File: config.mk
export PLATFORM = sky130hd
export DESIGN_NAME = dmc_ram
export DESIGN_NICKNAME = d
export VERILOG_FILES = /design/src/rtl/direct_mapped_cache_read_core_macros.svh /design/src/rtl/dmc_ram.sv
export SDC_FILE = /design/constraint.sdc
export NUM_CORES = 2
export LEC_CHECK = 0
export BUFFER_PORTS_ARGS = -buffer_cell sky130_fd_sc_hd__buf_2
export CAP_MARGIN = 5
export CORE_ASPECT_RATIO = 1.75
export CORE_MARGIN = 4
export CORE_UTILIZATION = 40
export CTS_CLUSTER_SIZE = 16
export DETAILED_ROUTE_END_ITERATION = 12
export SYNTH_ARGS = -nofsm -noshare
export SYNTH_HDL_FRONTEND = slang
export SYNTH_SLANG_ARGS = --single-unit
File: constraint.sdc
create_clock -name i_clk -period 2.09 [get_ports i_clk]
set_input_delay 0.1045 -clock i_clk [delete_from_list [all_inputs] [get_ports i_clk]]
set_output_delay 0.1045 -clock i_clk [all_outputs]
set_load 0.01 [all_outputs]
File: src/rtl/direct_mapped_cache_read_core_macros.svh
// ---------------------------------------------------------------------------
// Assertion macros for the direct-mapped cache read core
// Shared property wrappers, clocked on i_clk, disabled while i_rst_n is low.
// ---------------------------------------------------------------------------
`ifndef DIRECT_MAPPED_CACHE_READ_CORE_MACROS_SVH
`define DIRECT_MAPPED_CACHE_READ_CORE_MACROS_SVH

// Same-cycle implication
`define DMC_ASSERT_IMP(label, ante, cons) \
    label: assert property (@(posedge i_clk) disable iff (!i_rst_n) (ante) |-> (cons)) \
        else $error("dmc check failed");

// Next-cycle implication
`define DMC_ASSERT_NXT(label, ante, cons) \
    label: assert property (@(posedge i_clk) disable iff (!i_rst_n) (ante) |=> (cons)) \
        else $error("dmc check failed");

`endif

File: src/rtl/dmc_ram.sv
// ---------------------------------------------------------------------------
// dmc_ram
// Generic simple dual-port RAM: one write port, one read port, registered read.
// ---------------------------------------------------------------------------
module dmc_ram #(
    parameter int WIDTH = 8,
    parameter int DEPTH = 256
) (
    input  logic                     i_clk,
    input  logic                     i_we,
    input  logic [$clog2(DEPTH)-1:0] i_waddr,
    input  logic [WIDTH-1:0]         i_wdata,
    input  logic [$clog2(DEPTH)-1:0] i_raddr,
    output logic [WIDTH-1:0]         o_rdata
);

    logic [WIDTH-1:0] r_mem [DEPTH];
    logic [WIDTH-1:0] r_rdata;

    // Write port and registered read port
    always_ff @(posedge i_clk) begin
        if (i_we) begin
            r_mem[i_waddr] <= i_wdata;
        end
        r_rdata <= r_mem[i_raddr];
    end

    assign o_rdata = r_rdata;

endmodule

# Word level (Yosys, flattened, before mapping)

Memory sizes are Yosys's and may differ from the RTL's. A register that Yosys moved wholly into a read port is not among the register bits.
Cells that the tools add are included.
W data, S select, Z words.

Mux-type cells: 2

Operators with widths:

| operator | number |
|---|---|
| $mux W1  | 2 |

Register bits after elaboration: 0
Bits in writable memories: 2048
Input port bits: 26
Output and inout port bits: 8
Word-level logic and storage cells: 3
Memories: 1

Memories:

| name  | depth | bits a word | rd ports | clocked after Yosys merged registers in | wr ports | line          | RTL |
|---|---|---|---|---|---|---|---|
| r_mem | 256   | 8           | 1        | 1                                       | 1        | dmc_ram.sv:17 | `logic [WIDTH-1:0] r_mem [DEPTH];` |

# Depth between registers and ports, before layout

Word-level depth: 2
Depth in mapped cells: 11

# Worst setup path before layout

No wires, ideal clock.

Kind: input to register
Start: input i_raddr[0]
End: register r_rdata[2] (netlist: o_rdata[2]), read port of r_mem
Setup time: 0.131 ns
Arrival time: 1.911 ns
Slack: 0.048 ns
Stages: 9
Buffers on the path: 4
Path through: buf_6 buf_12 buf_8 buf_2 mux4_2 a22oi_1 a21oi_1 nor4_1 nor4_2

RTL lines:

| element         | line          | RTL |
|---|---|---|
| start, declared | dmc_ram.sv:13 | `input logic [$clog2(DEPTH)-1:0] i_raddr,` |
| end, declared   | dmc_ram.sv:18 | `logic [WIDTH-1:0] r_rdata;` |

==> reports/summary.log <==
qor: layout.area.growth.synth_to_final 18.7%
qor: route.post_drt_via_cell_ratio 5.59
qor: setup_path.worstPathArrival 2930 ps
qor: run.cap_violations 0
qor: timing.maxSlewHeadroom 40.3%
qor: placed_design.place_hpwl 148000 um
qor: layout.final_cell_area 94500 um^2
qor: setup_path.req_time_crit_path 2790 ps
qor: global_routing.grt_overflow 0
qor: setup_path.worst_setup_path_end_kind flip-flop
qor: route.drcViolationCount 0
qor: setup_path.worstPathBufferInverterCount 1
qor: placed_design.post-place-ws -1080 ps
qor: timing.holdWs 81.3 ps
qor: timing.rsz_0062_raised_after_global_routing true
qor: setup_path.path_class flip-flop to flip-flop
qor: layout.nNetsFinal 4506
qor: run_status.outcome finished with violations
qor: clock_tree.cts_inserted_buffers 177
qor: setup_path.crit_path_max_incr_delay 470 ps
qor: pwr.post-layout-total-power 82.3 mW
qor: floorplanning.area_of_the_die 206000 um^2
qor: yosys.yosys-top-cells-area sky130_fd_sc_hd__edfxtp_1 (77%), sky130_fd_sc_hd__mux4_2 (13%), sky130_fd_sc_hd__mux2i_1 (1.7%)
qor: global_routing.total_global_route_track_usage 20.4%
qor: setup_path.crit_path_cell_trace mux4_2, a22o_1, a221oi_2, o32ai_1, nor3_2, buf_4, nor4_2
qor: clock_tree.clock_latency_of_the_later_clocked_register_in_the_worst_skew_pair 830 ps
qor: yosys.ys_types 55
qor: clock_tree.cts.sinks 2056
qor: setup_path.crit_path_start_kind flip-flop
qor: timing.timing_hold_violations_final 0
qor: clock_tree.cts.repair_timing.setup_buffer_count 0
qor: layout.nFillCells 16300
qor: yosys.syn-num-nets 3759
qor: floorplanning.std_cell_rows 216
qor: timing.drv_slew 0
qor: timing.fmax 448 MHz
qor: pwr.power.ir.vdd_worst 0.757 mV
qor: route.first_iter_violations 3724
qor: global_routing.grt_first_pass_wirelength 306000 um
qor: setup_path.critical-path-top-delay-family compound AO/OA/AOI/OAI gates
qor: clock_tree.cts_max_path_buffers 4
qor: placed_design.placed_cells 6906
qor: timing.min_period_over_period 107%
qor: setup_path.worst-path-max-fanout 1
qor: floorplanning.top_level_ports 34
qor: placed_design.finalWeightedCongestion 0.881
qor: route.routed_wirelength 212000 um
qor: setup_path.worst_path_max_delay_cell sky130_fd_sc_hd__mux4_2
qor: yosys.ys_seq_elements 2056
qor: timing.fin_ws -143 ps
qor: layout.register_area 61700 um^2
qor: layout.area_taken_by_multi_input_logic_gates 17000 um^2
qor: layout.final_core_util 47.7%
qor: pwr.static-leakage-power 30.4 nW
qor: global_routing.grt_antenna_before_repair 11
qor: yosys.netlist_area 79600 um^2
qor: yosys.synth_common_cells sky130_fd_sc_hd__edfxtp_1 (2048), sky130_fd_sc_hd__mux4_2 (454), sky130_fd_sc_hd__nor2_1 (282)
qor: yosys.async_reset_ff_share 0%
qor: clock_tree.cts.root.buffer_cell sky130_fd_sc_hd__clkbuf_16
qor: route.drt_first_pass_iters 7
qor: yosys.synth_top_cell_by_area sky130_fd_sc_hd__edfxtp_1
qor: floorplanning.dieHeight 598 um
qor: floorplanning.core_area 198000 um^2
qor: clock_tree.worst_setup_hold_path_clk_slew 70 ps
qor: run_status.violations setup timing
qor: placed_design.port_buffers 33
qor: yosys.synth_most_common_cell sky130_fd_sc_hd__edfxtp_1
qor: yosys.synth-edff-count 2048
qor: yosys.syn-instance-count 3733
qor: yosys.synth_ff_type sky130_fd_sc_hd__edfxtp_1
qor: layout.drive_above_1_share 34.0%
qor: floorplanning.effective_utilization_at_floorplan 40.2%
qor: min_path.hold_path_class primary input to flip-flop
qor: route.dr_total_vias 40400
qor: placed_design.dpl_cell_area 88400 um^2
qor: setup_path.slack_of_the_worst_reg_to_reg_path -140 ps
qor: global_routing.largest_net_degree_at_the_start_of_global_routing 105
qor: global_routing.first_global_vias 42500
qor: route.detail_route.wl_per_cell 29.4 um
qor: layout.fin_cells 7227
qor: floorplanning.die_w 345 um
qor: pwr.power_per_cell_area 872 nW/um^2
qor: clock_tree.htree_levels 4
qor: clock_tree.cts_tree done
qor: yosys.synth.top_cell.area_share 77.3%
qor: timing.tightest_slew 896 ps
qor: timing.fin_tns_setup -705 ps
qor: route.drtAntennaViolNets 0
qor: yosys.synthesis.area_per_instance 21.3 um^2
qor: timing.timing.clock.skew 33.1 ps
qor: timing.setup_violations 6
qor: yosys.yosys_warnings 0
qor: timing.finalWorstPathRequiredPeriod 2230 ps
qor: yosys.share_of_the_yosys_chip_area_belonging_to_registers 77.5%
[path summary, 6_finish.rpt]
path	endpoint	depth (start not counted)	start
worst max register to register	o_rdata[3]	7	r_mem[83][3]
worst max-delay path	o_rdata[3]	7	r_mem[83][3]
worst min-delay path	r_mem[142][3]	4	i_waddr[3]
worst min register to register	o_rdata[3]	7	r_mem[41][3]
[flip-flops by register name, summed over array words and instances, names as in the netlist]
signal   count
r_mem     2048
o_rdata      8
[cells in the final DEF, fill, tap and decap left out, types with 9 or more instances in the layout]
cell type,instances
sky130_fd_sc_hd__o21ai_0,10
sky130_fd_sc_hd__bufinv_16,13
sky130_fd_sc_hd__nand3_1,34
sky130_fd_sc_hd__o211ai_1,10
sky130_fd_sc_hd__a21oi_1,94
sky130_fd_sc_hd__dlygate4sd3_1,12
sky130_fd_sc_hd__clkinv_1,31
sky130_fd_sc_hd__o221ai_1,43
sky130_fd_sc_hd__nand2_1,33
sky130_fd_sc_hd__buf_2,21
sky130_fd_sc_hd__nor3_1,15
sky130_fd_sc_hd__clkbuf_16,179
sky130_fd_sc_hd__buf_8,10
sky130_fd_sc_hd__buf_12,81
sky130_fd_sc_hd__nor4_4,9
sky130_fd_sc_hd__clkinv_2,30
sky130_fd_sc_hd__o22ai_1,28
sky130_fd_sc_hd__nand4_1,10
sky130_fd_sc_hd__mux4_2,455
sky130_fd_sc_hd__edfxtp_1,2048
sky130_fd_sc_hd__buf_4,675
sky130_fd_sc_hd__nor2_1,271
sky130_fd_sc_hd__nor2b_1,23
sky130_fd_sc_hd__mux2i_1,134
sky130_fd_sc_hd__nor4_2,13
sky130_fd_sc_hd__clkbuf_1,39
sky130_fd_sc_hd__a22oi_1,131
[cell type report]
| cell class | count | area share [%] |
|---|---|---|
| antenna | 5 | 0.0132 |
| clock buffer | 220 | 4.93 |
| clock inverter | 85 | 0.796 |
| inverter | 2 | 0.00795 |
| multi-input combinational | 1442 | 18.0 |
| sequential | 2056 | 65.3 |
| tap | 2616 | 3.47 |
| timing repair buffer | 801 | 7.50 |
[logic make-up after synthesis]
group | share of synthesized area (%)
AOI/OAI and AO/OA | 3.42
and+or+nand+nor | 2.63
muxes | 14.6
DFF | 77.5
buffers and inverters | 1.83
[per-layer routing]
metal | routed length (um) | track usage (%) | vias up
li1 | - | - | 17100
met5 | 0 | 0 | -
met1 | 74300 | 22.8 | 21600
met3 | 9410 | 2.52 | 439
met2 | 117000 | 38.4 | 1257
met4 | 11400 | 9.63 | 0
[tightest hold or removal path: stages]
cell                      delay [ps]
sky130_fd_sc_hd__buf_2           190
sky130_fd_sc_hd__nand4_1         170
sky130_fd_sc_hd__buf_4           180
sky130_fd_sc_hd__nor2_1           70
[repair_timing]
action	in CTS	in global routing
gates resized for setup	58	35
endpoints found under the setup margin	8	8
hold buffers	12	0
hold endpoints to repair	1182	0
pin swaps	26	15
[where the power goes]
| group | switching [mW] | total, mW | leakage, nW | internal [mW] |
|---|---|---|---|---|
| clock network | 14.4 | 31.8 | 2.64 | 17.4 |
| registers | 0.0708 | 45.5 | 18.5 | 45.4 |
| logic | 3.00 | 5.07 | 9.30 | 2.07 |
| total | 17.4 | 82.3 | 30.4 | 64.9 |
Power figures use the tool's default switching activity.
